File: src/rtl/core/tct_pkg.sv
`timescale 1ns / 1ps

package tct_pkg;

	localparam int unsigned POS_W = 6;
	localparam int unsigned ARG_W = 8;

	typedef enum logic [3:0] {
		REQ_MOVE_TO     = 4'd0,
		REQ_UP          = 4'd1,
		REQ_DOWN        = 4'd2,
		REQ_FORWARD     = 4'd3,
		REQ_BACK        = 4'd4,
		REQ_LF          = 4'd5,
		REQ_REVERSE_LF  = 4'd6,
		REQ_ADVANCE     = 4'd7,
		REQ_SAVE        = 4'd8,
		REQ_RESTORE     = 4'd9,
		REQ_GLYPH_DRAWN = 4'd10,
		REQ_HOME        = 4'd11
	} req_code_t;

	typedef struct packed {
		logic [3:0]       req_type;
		logic [ARG_W-1:0] row_arg;
		logic [ARG_W-1:0] col_arg;
		logic [ARG_W-1:0] step_count;
	} cmd_t;

	typedef struct packed {
		logic [POS_W-1:0] cursor_col;
		logic [POS_W-1:0] cursor_row;
		logic             wrapped_flag;
		logic             scroll_up_req;
		logic             scroll_down_req;
	} res_t;

	// handshake between the input stage and the result stage
	typedef struct packed {
		logic cmd_valid;
		logic res_take;
	} stage_ctl_t;

endpackage

File: src/rtl/core/terminal_cursor_tracker_core.sv
`timescale 1ns / 1ps

// Terminal cursor tracker.
// Input channel (in_valid/in_ready): one command beat carries req_type, row_arg,
// col_arg and step_count. Output channel (out_valid/out_ready): one result beat
// per command with the cursor position, the wrapped flag and one-beat scroll
// requests for the display.
// Config channel (cfg_valid/cfg_ready/cfg_data): writes wrap_enable; always
// ready, and should only be written while no command is in flight.
// An accepted command passes the input register, then the result register,
// before its result reaches the output.
// Throughput: one command per cycle while out_ready is high; cursor state updates
// as a command moves from input to result register, so the next command sees it.
// Reset (arst_n low): cursor, saved cursor and wrapped flag go to zero,
// wrap_enable goes to one, both pipeline registers empty.
// Receiver stall: the result register holds; the input register holds one more
// command, after which in_ready drops until out_ready returns.
module terminal_cursor_tracker_core #(
	parameter int unsigned TEXT_COLUMNS  = 40,
	parameter int unsigned VISIBLE_LINES = 30
) (
	input  logic       clk,
	input  logic       arst_n,
	input  logic       cfg_valid,
	output logic       cfg_ready,
	input  logic       cfg_data,
	input  logic       in_valid,
	output logic       in_ready,
	input  logic [3:0] req_type,
	input  logic [7:0] row_arg,
	input  logic [7:0] col_arg,
	input  logic [7:0] step_count,
	output logic       out_valid,
	input  logic       out_ready,
	output logic [5:0] cursor_col,
	output logic [5:0] cursor_row,
	output logic       wrapped_flag,
	output logic       scroll_up_req,
	output logic       scroll_down_req
);
	import tct_pkg::*;

	cmd_t       cmd_in, cmd_s1;
	logic       cmd_valid_s1;
	logic       res_take;
	res_t       res_next, res_s2;
	stage_ctl_t ctl;

	assign cfg_ready = 1'b1;

	assign cmd_in.req_type   = req_type;
	assign cmd_in.row_arg    = row_arg;
	assign cmd_in.col_arg    = col_arg;
	assign cmd_in.step_count = step_count;

	assign ctl.cmd_valid = cmd_valid_s1;
	assign ctl.res_take  = res_take;

	tct_in_stage u_in (
		.clk          (clk),
		.arst_n       (arst_n),
		.in_valid     (in_valid),
		.in_ready     (in_ready),
		.cmd_in       (cmd_in),
		.res_take     (res_take),
		.cmd_s1       (cmd_s1),
		.cmd_valid_s1 (cmd_valid_s1)
	);

	tct_cursor_engine #(
		.TEXT_COLUMNS  (TEXT_COLUMNS),
		.VISIBLE_LINES (VISIBLE_LINES)
	) u_engine (
		.clk      (clk),
		.arst_n   (arst_n),
		.cfg_we   (cfg_valid && cfg_ready),
		.cfg_wrap (cfg_data),
		.ctl      (ctl),
		.cmd_s1   (cmd_s1),
		.res      (res_next)
	);

	tct_out_stage u_out (
		.clk          (clk),
		.arst_n       (arst_n),
		.cmd_valid_s1 (cmd_valid_s1),
		.res_in       (res_next),
		.res_take     (res_take),
		.out_valid    (out_valid),
		.out_ready    (out_ready),
		.res_s2       (res_s2)
	);

	assign cursor_col      = res_s2.cursor_col;
	assign cursor_row      = res_s2.cursor_row;
	assign wrapped_flag    = res_s2.wrapped_flag;
	assign scroll_up_req   = res_s2.scroll_up_req;
	assign scroll_down_req = res_s2.scroll_down_req;

endmodule

File: src/rtl/core/tct_in_stage.sv
`timescale 1ns / 1ps

module tct_in_stage (
	input  logic              clk,
	input  logic              arst_n,
	input  logic              in_valid,
	output logic              in_ready,
	input  tct_pkg::cmd_t     cmd_in,
	input  logic              res_take,
	output tct_pkg::cmd_t     cmd_s1,
	output logic              cmd_valid_s1
);
	import tct_pkg::*;

	logic advance;

	// the held command moves on whenever the result register can take it
	assign advance  = cmd_valid_s1 && res_take;
	assign in_ready = !cmd_valid_s1 || advance;

	always_ff @(posedge clk or negedge arst_n) begin
		if (!arst_n) begin
			cmd_valid_s1 <= 1'b0;
		end else if (in_ready) begin
			cmd_valid_s1 <= in_valid;
		end
	end

	always_ff @(posedge clk) begin
		if (in_valid && in_ready) begin
			cmd_s1 <= cmd_in;
		end
	end

endmodule

File: src/rtl/core/tct_cursor_engine.sv
`timescale 1ns / 1ps

module tct_cursor_engine #(
	parameter int unsigned TEXT_COLUMNS  = 40,
	parameter int unsigned VISIBLE_LINES = 30
) (
	input  logic                 clk,
	input  logic                 arst_n,
	input  logic                 cfg_we,
	input  logic                 cfg_wrap,
	input  tct_pkg::stage_ctl_t  ctl,
	input  tct_pkg::cmd_t        cmd_s1,
	output tct_pkg::res_t        res
);
	import tct_pkg::*;

	localparam logic [POS_W-1:0] LAST_COL = POS_W'(TEXT_COLUMNS - 1);
	localparam logic [POS_W-1:0] LAST_ROW = POS_W'(VISIBLE_LINES - 1);
	localparam logic [ARG_W:0]   LAST_COL_W = (ARG_W+1)'(TEXT_COLUMNS - 1);
	localparam logic [ARG_W:0]   LAST_ROW_W = (ARG_W+1)'(VISIBLE_LINES - 1);
	localparam logic [POS_W:0]   COLS_W = (POS_W+1)'(TEXT_COLUMNS);
	localparam logic [ARG_W-1:0] COLS_A = ARG_W'(TEXT_COLUMNS);
	localparam logic [ARG_W-1:0] ROWS_A = ARG_W'(VISIBLE_LINES);

	logic             wrap_q;
	logic [POS_W-1:0] col_q, row_q, saved_col_q, saved_row_q;
	logic             jw_q;

	logic [POS_W-1:0] col_d, row_d, saved_col_d, saved_row_d;
	logic             jw_d, sc_up, sc_down;
	logic             fire;

	logic [ARG_W:0]   step_n;
	logic [ARG_W-1:0] row_tgt, col_tgt;
	logic [ARG_W:0]   row_sum, col_sum;
	logic [POS_W:0]   col_inc;

	assign fire = ctl.cmd_valid && ctl.res_take;

	assign step_n  = (cmd_s1.step_count == '0) ? (ARG_W+1)'(1) : {1'b0, cmd_s1.step_count};
	assign row_tgt = (cmd_s1.row_arg == '0) ? '0 : cmd_s1.row_arg - ARG_W'(1);
	assign col_tgt = (cmd_s1.col_arg == '0) ? '0 : cmd_s1.col_arg - ARG_W'(1);
	assign row_sum = (ARG_W+1)'(row_q) + step_n;
	assign col_sum = (ARG_W+1)'(col_q) + step_n;
	assign col_inc = {1'b0, col_q} + (POS_W+1)'(1);

	always_comb begin
		col_d       = col_q;
		row_d       = row_q;
		jw_d        = jw_q;
		saved_col_d = saved_col_q;
		saved_row_d = saved_row_q;
		sc_up       = 1'b0;
		sc_down     = 1'b0;
		case (req_code_t'(cmd_s1.req_type))
			REQ_MOVE_TO: begin
				row_d = ({1'b0, row_tgt} > LAST_ROW_W) ? LAST_ROW : row_tgt[POS_W-1:0];
				col_d = ({1'b0, col_tgt} > LAST_COL_W) ? LAST_COL : col_tgt[POS_W-1:0];
			end
			REQ_UP: begin
				row_d = (step_n > (ARG_W+1)'(row_q)) ? '0 : row_q - step_n[POS_W-1:0];
			end
			REQ_DOWN: begin
				row_d = (row_sum > LAST_ROW_W) ? LAST_ROW : row_sum[POS_W-1:0];
			end
			REQ_FORWARD: begin
				col_d = (col_sum > LAST_COL_W) ? LAST_COL : col_sum[POS_W-1:0];
			end
			REQ_BACK: begin
				col_d = (step_n > (ARG_W+1)'(col_q)) ? '0 : col_q - step_n[POS_W-1:0];
			end
			REQ_LF: begin
				// first line feed after a wrap is swallowed, unless a glyph was drawn in between
				if (wrap_q && jw_q) begin
					jw_d = 1'b0;
				end else if (row_q >= LAST_ROW) begin
					row_d = LAST_ROW;
					sc_up = 1'b1;
				end else begin
					row_d = row_q + POS_W'(1);
				end
			end
			REQ_REVERSE_LF: begin
				if (row_q != '0) begin
					row_d = ((row_q - POS_W'(1)) > LAST_ROW) ? LAST_ROW : row_q - POS_W'(1);
					col_d = (col_q > LAST_COL) ? LAST_COL : col_q;
				end else begin
					sc_down = 1'b1;
				end
			end
			REQ_ADVANCE: begin
				if (col_inc >= COLS_W) begin
					if (wrap_q) begin
						col_d = '0;
						jw_d  = 1'b1;
						if (row_q >= LAST_ROW) begin
							row_d = LAST_ROW;
							sc_up = 1'b1;
						end else begin
							row_d = row_q + POS_W'(1);
						end
					end else begin
						col_d = LAST_COL;
					end
				end else begin
					col_d = col_inc[POS_W-1:0];
				end
			end
			REQ_SAVE: begin
				saved_col_d = col_q;
				saved_row_d = row_q;
			end
			REQ_RESTORE: begin
				col_d = saved_col_q;
				row_d = saved_row_q;
			end
			REQ_GLYPH_DRAWN: begin
				if (cmd_s1.row_arg < ROWS_A && cmd_s1.col_arg < COLS_A) begin
					jw_d = 1'b0;
				end
			end
			REQ_HOME: begin
				col_d = '0;
				row_d = '0;
			end
			default: begin
			end
		endcase
	end

	always_ff @(posedge clk or negedge arst_n) begin
		if (!arst_n) begin
			wrap_q      <= 1'b1;
			col_q       <= '0;
			row_q       <= '0;
			jw_q        <= 1'b0;
			saved_col_q <= '0;
			saved_row_q <= '0;
		end else begin
			if (cfg_we) begin
				wrap_q <= cfg_wrap;
			end
			if (fire) begin
				col_q       <= col_d;
				row_q       <= row_d;
				jw_q        <= jw_d;
				saved_col_q <= saved_col_d;
				saved_row_q <= saved_row_d;
			end
		end
	end

	assign res.cursor_col      = col_d;
	assign res.cursor_row      = row_d;
	assign res.wrapped_flag    = jw_d;
	assign res.scroll_up_req   = sc_up;
	assign res.scroll_down_req = sc_down;

endmodule

File: src/rtl/core/tct_out_stage.sv
`timescale 1ns / 1ps

module tct_out_stage (
	input  logic              clk,
	input  logic              arst_n,
	input  logic              cmd_valid_s1,
	input  tct_pkg::res_t     res_in,
	output logic              res_take,
	output logic              out_valid,
	input  logic              out_ready,
	output tct_pkg::res_t     res_s2
);
	import tct_pkg::*;

	// free when empty or when the current beat leaves this cycle
	assign res_take = !out_valid || out_ready;

	always_ff @(posedge clk or negedge arst_n) begin
		if (!arst_n) begin
			out_valid <= 1'b0;
		end else if (res_take) begin
			out_valid <= cmd_valid_s1;
		end
	end

	always_ff @(posedge clk) begin
		if (res_take && cmd_valid_s1) begin
			res_s2 <= res_in;
		end
	end

endmodule

File: config.mk
export PLATFORM = sky130hd
export DESIGN_NAME = terminal_cursor_tracker_core
export DESIGN_NICKNAME = d
export VERILOG_FILES = /design/src/rtl/core/tct_pkg.sv /design/src/rtl/core/terminal_cursor_tracker_core.sv /design/src/rtl/core/tct_in_stage.sv /design/src/rtl/core/tct_cursor_engine.sv /design/src/rtl/core/tct_out_stage.sv
export SDC_FILE = /design/constraint.sdc
export NUM_CORES = 1
export LEC_CHECK = 0
export BUFFER_PORTS_ARGS = -buffer_cell sky130_fd_sc_hd__buf_2
export CORE_AREA = 10 10 115 195
export DETAILED_ROUTE_END_ITERATION = 6
export DIE_AREA = 0 0 125 205
export SETUP_SLACK_MARGIN = 0.02
export SYNTH_ARGS = -nofsm -noshare
export SYNTH_HDL_FRONTEND = slang
export SYNTH_SLANG_ARGS = --single-unit
File: constraint.sdc
create_clock -name clk -period 4.3 [get_ports clk]
set_input_delay 0.215 -clock clk [delete_from_list [all_inputs] [get_ports clk]]
set_output_delay 0.215 -clock clk [all_outputs]
set_load 0.01 [all_outputs]
== Yosys cells after proc, flatten, opt, wreduce, memory -nomap -nowiden ==
Index checks and enable logic that the tools add are counted.
Widths: inputs -> output; s select.
Word-level totals
  bits in registers: 71
  input port bits: 34
  output and inout port bits: 18
Cells by class
  add/sub/neg operators: 9
  $lt $le $gt $ge: 12
  equal/unequal tests: 11
  multiplexer cells: 32
  reductions and logical operators: 14
Operators by type and width (count)
  $mux 6: 16
  $pmux 6 s8: 1
  $pmux 6 s7: 1
  $logic_not 8->1: 3
  $mux 8: 3
  $add 6x9->9: 2
  $gt 9x6->1: 2
  $eq 4x3->1 const B: 4
  $eq 4x4->1 const B: 4
  $sub 8x1->8 const B: 2
  $sub 6x6->6: 2
  $gt 9x5->1 const B: 1
  $gt 9x6->1 const B: 1
  $mux 1: 9
  $eq 4x2->1 const B: 2
  $gt 8x5->1 const B: 1
  $gt 8x6->1 const B: 1
  $lt 8x5->1 const B: 1
  $lt 8x6->1 const B: 1
  $add 6x1->7 const B: 1
  $ge 7x6->1 const B: 1
  $add 6x1->6 const B: 1
  $ge 6x5->1 const B: 1
  $gt 6x5->1 const B: 1
  other kinds (11): 16

== Logic depth before layout (Yosys ltp) ==
Gate-level depths: netlist of run 1.
  depth in word-level cells: 6
  depth in mapped cells: 12
  mapped depth without buffers: 12

== Hierarchy ==
A second synthesis of run 1 with hierarchy kept.
Second synthesis, totals
  cell total of the unflattened synthesis: 639
  area total of the unflattened synthesis: 5690.5 um^2
By module, submodules not included
  tct_cursor_engine: instances 1, cells each 586, area an instance 4280.4 um^2, sequential area each 651.9 um^2
  tct_in_stage: instances 1, cells each 32, area an instance 894.6 um^2, sequential area each 865.8 um^2
  tct_out_stage: instances 1, cells each 19, area an instance 504.2 um^2, sequential area each 475.5 um^2
  terminal_cursor_tracker_core: instances 1, cells each 2, area an instance 11.3 um^2, sequential area each 0.0 um^2

== Worst setup path before layout of run 1 ==
OpenSTA, ideal clock, no wires.
  path kind: reg2reg
  start point: reg u_in.cmd_s1[7] (netlist name)
  end point: reg u_engine.col_q[1]
  library setup time: 126 ps
  arrival time: 2847 ps
  setup slack: 1327 ps
  stages on the path, launching flop included: 12
  cells stage by stage: edfxtp_1 > nor2_1 > a31o_2 > ha_1 > fa_1 > nand2b_1 > a221oi_1 > nand2_1 > mux2_1 > a221o_1 > nand2b_4 > o32a_1
Between the ends
  word-level cells in the longest chain between the ends: 6
RTL lines
  $logic_not 8->1: line tct_cursor_engine.sv:40  | assign step_n = (cmd_s1.step_count == '0) ? (ARG_W+1)'(1) : {1'b0, cmd_s1.step_count};
  $mux 8 (*): line tct_cursor_engine.sv:40
  $add 6x9->9: line tct_cursor_engine.sv:44  | assign col_sum = (ARG_W+1)'(col_q) + step_n;
  $gt 9x6->1: line tct_cursor_engine.sv:67  | col_d = (col_sum > LAST_COL_W) ? LAST_COL : col_sum[POS_W-1:0];
  $mux 6: line tct_cursor_engine.sv:67
  $pmux 6 s7 (*): line tct_cursor_engine.sv:55  | case (req_code_t'(cmd_s1.req_type))
  end signal: assignment: line tct_cursor_engine.sv:144  | col_q <= col_d;
  end: declaration: line tct_cursor_engine.sv:26  | logic [POS_W-1:0] col_q, row_q, saved_col_q, saved_row_q;
Mark *: on every way between the ends. The rest lies on a longest branch, timed or not.
A chain may end at the register's enable or synchronous reset.

== Worst setup path after layout of run 1 ==
  start point: reg u_in.cmd_s1[1] (netlist name)
  end point: reg u_engine.col_q[1]
Between the ends
  word-level cells in the longest chain between the ends: 6
RTL lines (line)
  $logic_not 8->1: tct_cursor_engine.sv:40
  $mux 8 (*): tct_cursor_engine.sv:40
  $add 6x9->9: tct_cursor_engine.sv:44
  $gt 9x6->1: tct_cursor_engine.sv:67
  $mux 6: tct_cursor_engine.sv:67
  $pmux 6 s7 (*): tct_cursor_engine.sv:55
Marked as above.

==> results of run 1 <==
==> worst max path at each step <==
| stage | startpoint | endpoint | slack, ns |
|---|---|---|---|
| floorplan | u_in.cmd_s1[7]$_DFFE_PP_ | u_engine.col_q[1]$_DFFE_PN0P_ | 1.33 |
| global placement | u_in.cmd_s1[1]$_DFFE_PP_ | u_engine.col_q[1]$_DFFE_PN0P_ | 0.97 |
| detailed placement | u_in.cmd_s1[1]$_DFFE_PP_ | u_engine.col_q[1]$_DFFE_PN0P_ | 0.90 |
| CTS | u_in.cmd_s1[1]$_DFFE_PP_ | u_engine.col_q[1]$_DFFE_PN0P_ | 0.88 |
| global route | u_in.cmd_s1[1]$_DFFE_PP_ | u_out.res_s2[13]$_DFFE_PP_ | 0.54 |
| finish | u_in.cmd_s1[1]$_DFFE_PP_ | u_engine.col_q[1]$_DFFE_PN0P_ | 0.87 |
==> placed cells by master (no fill, tap or decap), types with 4 or more instances in the layout <==
| cell | netlist | layout |
|---|---|---|
| sky130_fd_sc_hd__a211oi_1 | 5 | 5 |
| sky130_fd_sc_hd__buf_4 | 2 | 7 |
| sky130_fd_sc_hd__mux2_2 | 5 | 5 |
| sky130_fd_sc_hd__edfxtp_1 | 43 | 43 |
| sky130_fd_sc_hd__a31oi_1 | 6 | 6 |
| sky130_fd_sc_hd__ha_1 | 45 | 45 |
| sky130_fd_sc_hd__and2_1 | 10 | 10 |
| sky130_fd_sc_hd__o211ai_1 | 6 | 6 |
| sky130_fd_sc_hd__o21ai_0 | 42 | 42 |
| sky130_fd_sc_hd__buf_2 | 11 | 50 |
| sky130_fd_sc_hd__o22a_1 | 7 | 7 |
| sky130_fd_sc_hd__nand2_1 | 52 | 52 |
| sky130_fd_sc_hd__clkbuf_16 | 0 | 9 |
| sky130_fd_sc_hd__a21boi_1 | 5 | 5 |
| sky130_fd_sc_hd__and3_1 | 4 | 4 |
| sky130_fd_sc_hd__dfrtp_1 | 27 | 27 |
| sky130_fd_sc_hd__a21o_1 | 6 | 6 |
| sky130_fd_sc_hd__nand4_1 | 9 | 9 |
| sky130_fd_sc_hd__xnor2_1 | 13 | 13 |
| sky130_fd_sc_hd__a21oi_1 | 34 | 34 |
| sky130_fd_sc_hd__nor2b_1 | 12 | 12 |
| sky130_fd_sc_hd__nand3b_1 | 4 | 4 |
| sky130_fd_sc_hd__nand2b_1 | 18 | 18 |
| sky130_fd_sc_hd__inv_1 | 30 | 30 |
| sky130_fd_sc_hd__inv_2 | 7 | 7 |
| sky130_fd_sc_hd__o31ai_1 | 7 | 7 |
| sky130_fd_sc_hd__fa_1 | 4 | 4 |
| sky130_fd_sc_hd__nand3_1 | 16 | 16 |
| sky130_fd_sc_hd__xor2_1 | 8 | 8 |
| sky130_fd_sc_hd__nor2_1 | 44 | 44 |
| sky130_fd_sc_hd__o21ai_1 | 14 | 14 |
| sky130_fd_sc_hd__nor3_1 | 20 | 20 |
==> where the power goes <==
part / internal [mW] / switching (mW)
Clock: 0.444 / 0.293
Combinational: 0.503 / 0.782
Sequential: 0.859 / 0.187
Total: 1.81 / 1.26
==> registers in the layout (all words and copies together) (netlist names) <==
| signal | count |
|---|---|
| u_in.cmd_s1 | 28 |
| u_out.res_s2 | 15 |
| u_engine.col_q | 6 |
| u_engine.row_q | 6 |
| u_engine.saved_col_q | 6 |
| u_engine.saved_row_q | 6 |
| u_engine.jw_q | 1 |
| u_engine.wrap_q | 1 |
| u_in.cmd_valid_s1 | 1 |
| u_out.out_valid | 1 |
==> metrics by stage <==
step,cells,cell area [um^2]
after CTS,910,6412
after floorplan,625,5665
final,910,6412
after detailed placement,893,6121
after global routing,910,6412
after global placement,893,6121
==> final cells by class <==
| cell class | count | area [um^2] |
|---|---|---|
| Multi-Input combinational cell | 486 | 3381 |
| Inverter | 38 | 142.6 |
| Clock inverter | 5 | 48.80 |
| Tap cell | 241 | 301.5 |
| Fill cell | 2033 | 12700 |
| Timing Repair Buffer | 58 | 312.8 |
| Clock buffer | 11 | 232.7 |
| Sequential cell | 71 | 1993 |
==> cells by family after synthesis <==
logic type / Yosys count / synth area share, %
DFF: 71 / 35.18
muxes: 7 / 1.369
xor gates and xnor gates: 21 / 3.247
and+or+nand+nor: 216 / 20.32
other: 1 / 0.06619
AOI/OAI and AO/OA: 192 / 23.32
buffers and inverters: 68 / 5.146
adders and majority gates: 49 / 11.35
==> layer usage <==
| metal | up-vias | part of all wire (%) | track usage, % |
|---|---|---|---|
| li1 | 2387 | - | - |
| met1 | 2395 | 37 | 14.11 |
| met2 | 195 | 52 | 26.09 |
| met3 | 76 | 4.1 | 2.354 |
| met4 | 0 | 7.3 | 11.64 |
| met5 | - | 0 | 0 |
==> timing repair <==
action                                 in CTS  in global routing
gates resized for setup                     0                  0
hold buffers                                1                  0
endpoints found under the hold margin      27                  0
setup endpoints to repair                   0                  0
==> critical path, delay by kind of cell, from the launching register on <==
| kind | cells | cell delay, ns |
|---|---|---|
| AOI/OAI and AO/OA | 4 | 1.33 |
| DFF | 1 | 0.55 |
| adders and majority gates | 2 | 0.47 |
| muxes | 1 | 0.34 |
| and+or+nand+nor | 4 | 0.61 |
==> impl_results.rst, run 1 <==
.. list-table::
   :header-rows: 1

   * - Metric
     - Value
   * - Outcome
     - completed
   * - Power density over the cells
     - 478.4 nW/um^2
   * - Number of placement rows
     - 67
   * - Overall die height
     - 205 um
   * - Maximum cell stage delay along the critical path
     - 0.55 ns
   * - Number of hold violations in the final report
     - 0
   * - Maximum fanout along the worst path
     - 8
   * - Top flip-flop cell by instance count after synthesis
     - sky130_fd_sc_hd__edfxtp_1
   * - Global Route Usage Sum
     - 14.39%
   * - Commonest cells in the synthesized netlist
     - sky130_fd_sc_hd__nand2_1, sky130_fd_sc_hd__ha_1, sky130_fd_sc_hd__nor2_1
   * - Register area share after synthesis
     - 35.18%
   * - CTS max path bufs
     - 2
   * - CTS H-tree depth
     - 3
   * - Top-level port count
     - 52
   * - Remaining routing DRC violations
     - 0
   * - Synth top area share
     - 22.79%
   * - Cell-by-cell trace of the critical path
     - nor3_1, a31o_2, ha_1, fa_1, nand2b_1, a221oi_1, nand2_1, mux2_1, a221o_1, nand2b_4, o32a_1
   * - Number of clock sinks
     - 71
   * - Most instantiated library cell after synthesis
     - sky130_fd_sc_hd__nand2_1
   * - Reg-to-reg startpoint
     - u_in.cmd_s1[1]$_DFFE_PP_
   * - Number of register bits inferred by synthesis
     - 71
   * - Number of nets in the layout
     - 747
   * - Via Count
     - 5053
   * - TritonCTS clock tree
     - done
   * - R2R setup slack
     - 0.87 ns
   * - Least-Margin Pin Slew
     - 0.9618 ns
   * - Syn Area/Cell
     - 9.065 um^2
   * - Setup total negative slack
     - 0 ns
   * - Number of failing setup endpoints in the final timing report
     - 0
   * - Endpoint required time on the critical path
     - 4.53 ns
   * - Total clock buffers created by CTS
     - 9
   * - Overall power of the completed layout
     - 3.068 mW
   * - Number of cells on the worst hold path
     - 1
   * - Cell type contributing the most total cell area after synthesis
     - sky130_fd_sc_hd__edfxtp_1
   * - Headroom to the max-slew limit
     - 35.70%
   * - Endpoint of the worst hold path
     - u_in.cmd_s1[15]$_DFFE_PP_
   * - Logic depth of the worst register-to-register path
     - 11
   * - Total iterations of the first detailed-routing run
     - 5
   * - Area of the mapped netlist
     - 5665 um^2
   * - Syn Inst Count
     - 625
   * - Antenna Nets Post-Route
     - 0
   * - Achievable frequency
     - 0.2914 GHz
   * - Final clock period utilization by the worst path
     - 79.80%
   * - Clock period minus worst slack
     - 3.432 ns
   * - Post-synth cell types
     - 89
   * - Number of enable flip-flop cells after synthesis
     - 43
   * - Global placer's final weighted congestion
     - 0.9566
   * - Post-detail-place hpwl
     - 14.48 mm
   * - First-pass GRT wire length
     - 29.18 mm
   * - Post-Route Skew
     - 0.01232 ns
   * - Clock latency on the worst-skew pair
     - 0.36 ns
   * - Die width
     - 125 um
   * - Share of the core filled with cells in the final layout
     - 33.55%
   * - Post-Place Setup Slack
     - 0.8976 ns
   * - Crit path arrival time
     - 3.66 ns
   * - Area delta synth->final
     - 13.18%
   * - Initial antenna violation count
     - 0
   * - Number of pins exceeding their max-slew limit in the final report
     - 0
   * - Unrepaired setup endpoints after global routing
     - no
   * - Hold Crit Class
     - primary input to flop
   * - Via count of the first global-routing pass
     - 5217
   * - Largest cells by area after synthesis
     - sky130_fd_sc_hd__edfxtp_1, sky130_fd_sc_hd__dfrtp_1, sky130_fd_sc_hd__ha_1
   * - CORE AREA
     - 19110 um^2
   * - Nets in the synthesized netlist
     - 708
   * - Static power due to leakage
     - 2.591 nW
   * - Worst setup slack after layout
     - 0.8684 ns
   * - Worst Path Class, Setup
     - flop to flop
   * - Detailed-route wire length per cell
     - 20.57 um
   * - Clock input transition at the sequential cells of the worst setup and hold paths
     - 0.06 ns
   * - Global-route congestion overflow total
     - 0
   * - Die Footprint
     - 25630 um^2
   * - Worst hold slack across all endpoints
     - 0.02902 ns
   * - Maximum number of pins on one net before global-route repair
     - 29
   * - Clk Tree Root Cell
     - sky130_fd_sc_hd__clkbuf_16
   * - Detailed Route WL
     - 18.72 mm
   * - Count of port buffers added during placement
     - 50
   * - Kind of start point of the critical path
     - flop
   * - Reg2reg end
     - u_engine.col_q[1]$_DFFE_PN0P_
   * - Share of cells above drive strength 1
     - 14.05%
   * - Hold Crit Start
     - col_arg[7]
   * - Synth warnings
     - 0
   * - Kind of end point of the critical path
     - flop
   * - Via-to-Cell Ratio
     - 5.553
   * - Post-CTS setup-driven buffer insertion count
     - 0
   * - First-iteration detailed-routing DRC count
     - 288
   * - Initial core utilization
     - 29.64%
   * - Asr flop ratio synth
     - 39.44%
   * - Max-Cap Viols
     - 0
   * - Largest voltage drop on the vdd net
     - 0.2214 mV
   * - Slowest cell on the critical path
     - sky130_fd_sc_hd__edfxtp_1
   * - Number of inserted diodes
     - 0
No activity file was read; power rests on OpenSTA's default activity.
==> run 2: changes to the inputs <==
- clock period: 4.3 -> 3.3 ns (I/O delays scaled with it)
==> run 2 against run 1 <==
  * Critical path depth did not move
  * Fmax rose by 11%
  * Clock skew fell by 0.0072 ns
  * Non-clock buffer count rose by 57
  * Largest cell class unchanged
==> impl_results.rst, run 2 (synthesis gave the netlist of run 1 again) <==
.. list-table::
   :header-rows: 1

   * - Metric
     - Value
   * - Outcome
     - completed (unchanged)
   * - Registers with the most flip-flops
     - u_in.cmd_s1 x28, u_out.res_s2 x15 (unchanged)
   * - CORE AREA
     - 19110 um^2 (unchanged)
   * - Max-Cap Viols
     - 0 (unchanged)
   * - Via Count
     - 5293 (was 5053)
   * - Crit path arrival time
     - 3.33 ns (was 3.66 ns)
   * - Power density over the cells
     - 607.4 nW/um^2 (was 478.4 nW/um^2)
   * - CTS max path bufs
     - 2 (unchanged)
   * - Global placer's final weighted congestion
     - 0.9561 (was 0.9566)
   * - Commonest non-fill, non-tap cell in the layout
     - sky130_fd_sc_hd__nand2_1 (unchanged)
   * - Die Footprint
     - 25630 um^2 (unchanged)
   * - Static power due to leakage
     - 2.871 nW (was 2.591 nW)
   * - Overall die height
     - 205 um (unchanged)
   * - Post-Place Cell Area
     - 6354 um^2 (was 6121 um^2)
   * - Total of fill cells in the finished design
     - 1968 (was 2033)
   * - Detailed-route wire length per cell
     - 19.83 um (was 20.57 um)
   * - Number of nets in the layout
     - 804 (was 747)
   * - Number of cells on the worst hold path
     - 2 (was 1)
   * - Least-Margin Pin Slew
     - 0.8243 ns (was 0.9618 ns)
   * - Global-route congestion overflow total
     - 0 (unchanged)
   * - Top-level port count
     - 52 (unchanged)
   * - Kind of start point of the critical path
     - flop (unchanged)
   * - Total clock buffers created by CTS
     - 9 (unchanged)
   * - Clock latency on the worst-skew pair
     - 0.35 ns (was 0.36 ns)
   * - Headroom to the max-slew limit
     - 44.89% (was 35.70%)
   * - Share of cells above drive strength 1
     - 17.49% (was 14.05%)
   * - Post-Route Skew
     - 0.005086 ns (was 0.01232 ns)
   * - Clock input transition at the sequential cells of the worst setup and hold paths
     - 0.06 ns (about the same)
   * - Initial antenna violation count
     - 0 (unchanged)
   * - Antenna Nets Post-Route
     - 0 (unchanged)
   * - CTS H-tree depth
     - 3 (unchanged)
   * - Setup total negative slack
     - 0 ns (unchanged)
   * - Maximum fanout along the worst path
     - 3 (was 8)
   * - Detailed Route WL
     - 19.17 mm (was 18.72 mm)
   * - Register with the most flip-flops
     - u_in.cmd_s1 (unchanged)
   * - Critical path depth
     - 11 (unchanged)
   * - Final std cell area, no fill
     - 6950 um^2 (was 6412 um^2)
   * - Largest voltage drop on the vdd net
     - 0.2457 mV (was 0.2214 mV)
   * - Via count of the first global-routing pass
     - 5564 (was 5217)
   * - Share of the core filled with cells in the final layout
     - 36.36% (was 33.55%)
   * - Number of flip-flops under the largest register name
     - 28 (unchanged)
   * - Number of hold violations in the final report
     - 0 (unchanged)
   * - Number of placement rows
     - 67 (unchanged)
   * - Kind of end point of the critical path
     - flop (unchanged)
   * - Count of port buffers added during placement
     - 50 (unchanged)
   * - Post-detail-place hpwl
     - 15.11 mm (was 14.48 mm)
   * - Final clock period utilization by the worst path
     - 93.77% (was 79.80%)
   * - First-iteration detailed-routing DRC count
     - 333 (was 288)
   * - Critical path buffers and inverters
     - 0 (unchanged)
   * - Unrepaired setup endpoints after global routing
     - no (unchanged)
   * - Number of pins exceeding their max-slew limit in the final report
     - 0 (unchanged)
   * - Number of inserted diodes
     - 0 (unchanged)
   * - Initial core utilization
     - 29.64% (unchanged)
   * - Number of failing setup endpoints in the final timing report
     - 0 (unchanged)
   * - Remaining routing DRC violations
     - 0 (unchanged)
   * - Number of clock sinks
     - 71 (unchanged)
   * - Cell-by-cell trace of the critical path
     - nor3_1, a31o_2, ha_1, fa_1, nand2b_1, a221oi_4, nand2_1, mux2_1, a221o_1, nand2b_4, o32a_1 (was nor3_1, a31o_2, ha_1, fa_1, nand2b_1, a221oi_1, nand2_1, mux2_1, a221o_1, nand2b_4, o32a_1)
   * - Total iterations of the first detailed-routing run
     - 5 (unchanged)
   * - Achievable frequency
     - 0.3232 GHz (was 0.2914 GHz)
   * - Via-to-Cell Ratio
     - 5.474 (was 5.553)
   * - Clk Tree Root Cell
     - sky130_fd_sc_hd__clkbuf_16 (unchanged)
   * - TritonCTS clock tree
     - done (unchanged)
   * - Logic depth of the worst register-to-register path
     - 11 (unchanged)
   * - Worst Path Class, Setup
     - flop to flop (unchanged)
   * - Hold Crit Class
     - primary input to flop (unchanged)
   * - Global Route Usage Sum
     - 14.74% (was 14.39%)
   * - Slowest cell on the critical path
     - sky130_fd_sc_hd__edfxtp_1 (unchanged)
   * - Die width
     - 125 um (unchanged)
   * - Maximum number of pins on one net before global-route repair
     - 29 (unchanged)
   * - Maximum cell stage delay along the critical path
     - 0.40 ns (was 0.55 ns)
   * - First-pass GRT wire length
     - 30.10 mm (was 29.18 mm)
   * - Category of cells accounting for the largest share of critical-path delay
     - compound AO/OA/AOI/OAI gates (unchanged)
   * - Highest-count cells in the layout ignoring fill and taps
     - sky130_fd_sc_hd__nand2_1, sky130_fd_sc_hd__buf_2, sky130_fd_sc_hd__ha_1 (unchanged)
   * - Endpoint required time on the critical path
     - 3.53 ns (was 4.53 ns)
   * - Clock period minus worst slack
     - 3.094 ns (was 3.432 ns)
   * - Area delta synth->final
     - 22.68% (was 13.18%)
## run 2: changes by cell type in the layout (fill, tap and decap cells not counted)
cell                            change
sky130_fd_sc_hd__a2111oi_0          -2
sky130_fd_sc_hd__a2111oi_1          +2
sky130_fd_sc_hd__a221oi_1           -1
sky130_fd_sc_hd__a221oi_4           +1
sky130_fd_sc_hd__buf_4             +31
sky130_fd_sc_hd__bufinv_16          -1
sky130_fd_sc_hd__clkbuf_16          +2
sky130_fd_sc_hd__clkbuf_8           +1
sky130_fd_sc_hd__clkinv_1           -1
sky130_fd_sc_hd__clkinv_2           -1
sky130_fd_sc_hd__dlygate4sd3_1     +26
## run 2: stage by stage
| stage | cells | worst slack, ns | hold WS, ns | power, mW |
|---|---|---|---|---|
| finish | 967 | 0.2056 | 0.01569 | 4.222 |
| CTS | 967 | 0.1603 | 0.003692 | 4.202 |
| global placement | 924 | 0.2198 | 0.2588 | 3.143 |
| floorplan | 625 | 0.3267 | -0.1306 | 2.509 |
| global route | 967 | 0.02011 | 0.03742 | 4.482 |
| detailed placement | 924 | 0.1737 | 0.2692 | 3.142 |
## run 2: final timing paths
kind / startpoint / to / slack, ns
setup / recovery: u_in.cmd_s1[3]$_DFFE_PP_ / u_engine.col_q[1]$_DFFE_PN0P_ / 0.21
hold / removal: in_valid / u_in.cmd_valid_s1$_DFFE_PN0N_ / 0.02
setup reg to reg: u_in.cmd_s1[3]$_DFFE_PP_ / u_engine.col_q[1]$_DFFE_PN0P_ / 0.21
hold reg to reg: u_engine.saved_row_q[4]$_DFFE_PN0P_ / u_engine.saved_row_q[4]$_DFFE_PN0P_ / 0.47
max in group asynchronous: arst_n / u_in.cmd_valid_s1$_DFFE_PN0N_ / 2.40
min in group asynchronous: arst_n / u_engine.row_q[4]$_DFFE_PN0P_ / 0.41
## run 2: power by group
part / internal [mW] / switching [mW]
Clock: 0.619 / 0.391
Sequential: 1.12 / 0.155
Combinational: 0.778 / 1.16
Total: 2.52 / 1.70
## run 2: area by class of cell
class	count	area, um^2	area share (%)
multi-input combinational	486	3401	48.93
inverter	38	142.6	2.052
clock buffer	14	296.5	4.266
tap	241	301.5	4.338
timing repair buffer	115	805.8	11.59
clock inverter	2	10.01	0.1440
sequential	71	1993	28.68
## run 2: timing repair
action | CTS | global route
endpoints found under the setup margin | 0 | 7
endpoints found under the hold margin | 53 | 0
hold buffers | 27 | 0
resized for setup | 0 | 4
buffers inserted | 0 | 0
## run 2: routing by layer
layer  wire (um)  vias up  share of wire (%)  track usage, %
met4        1278        0                6.7           11.48
met5           0        -                  0               0
met2       10140      209                 53           27.61
li1            -     2510                  -               -
met3         811       75                4.2           1.863
met1        6946     2499                 36           14.24
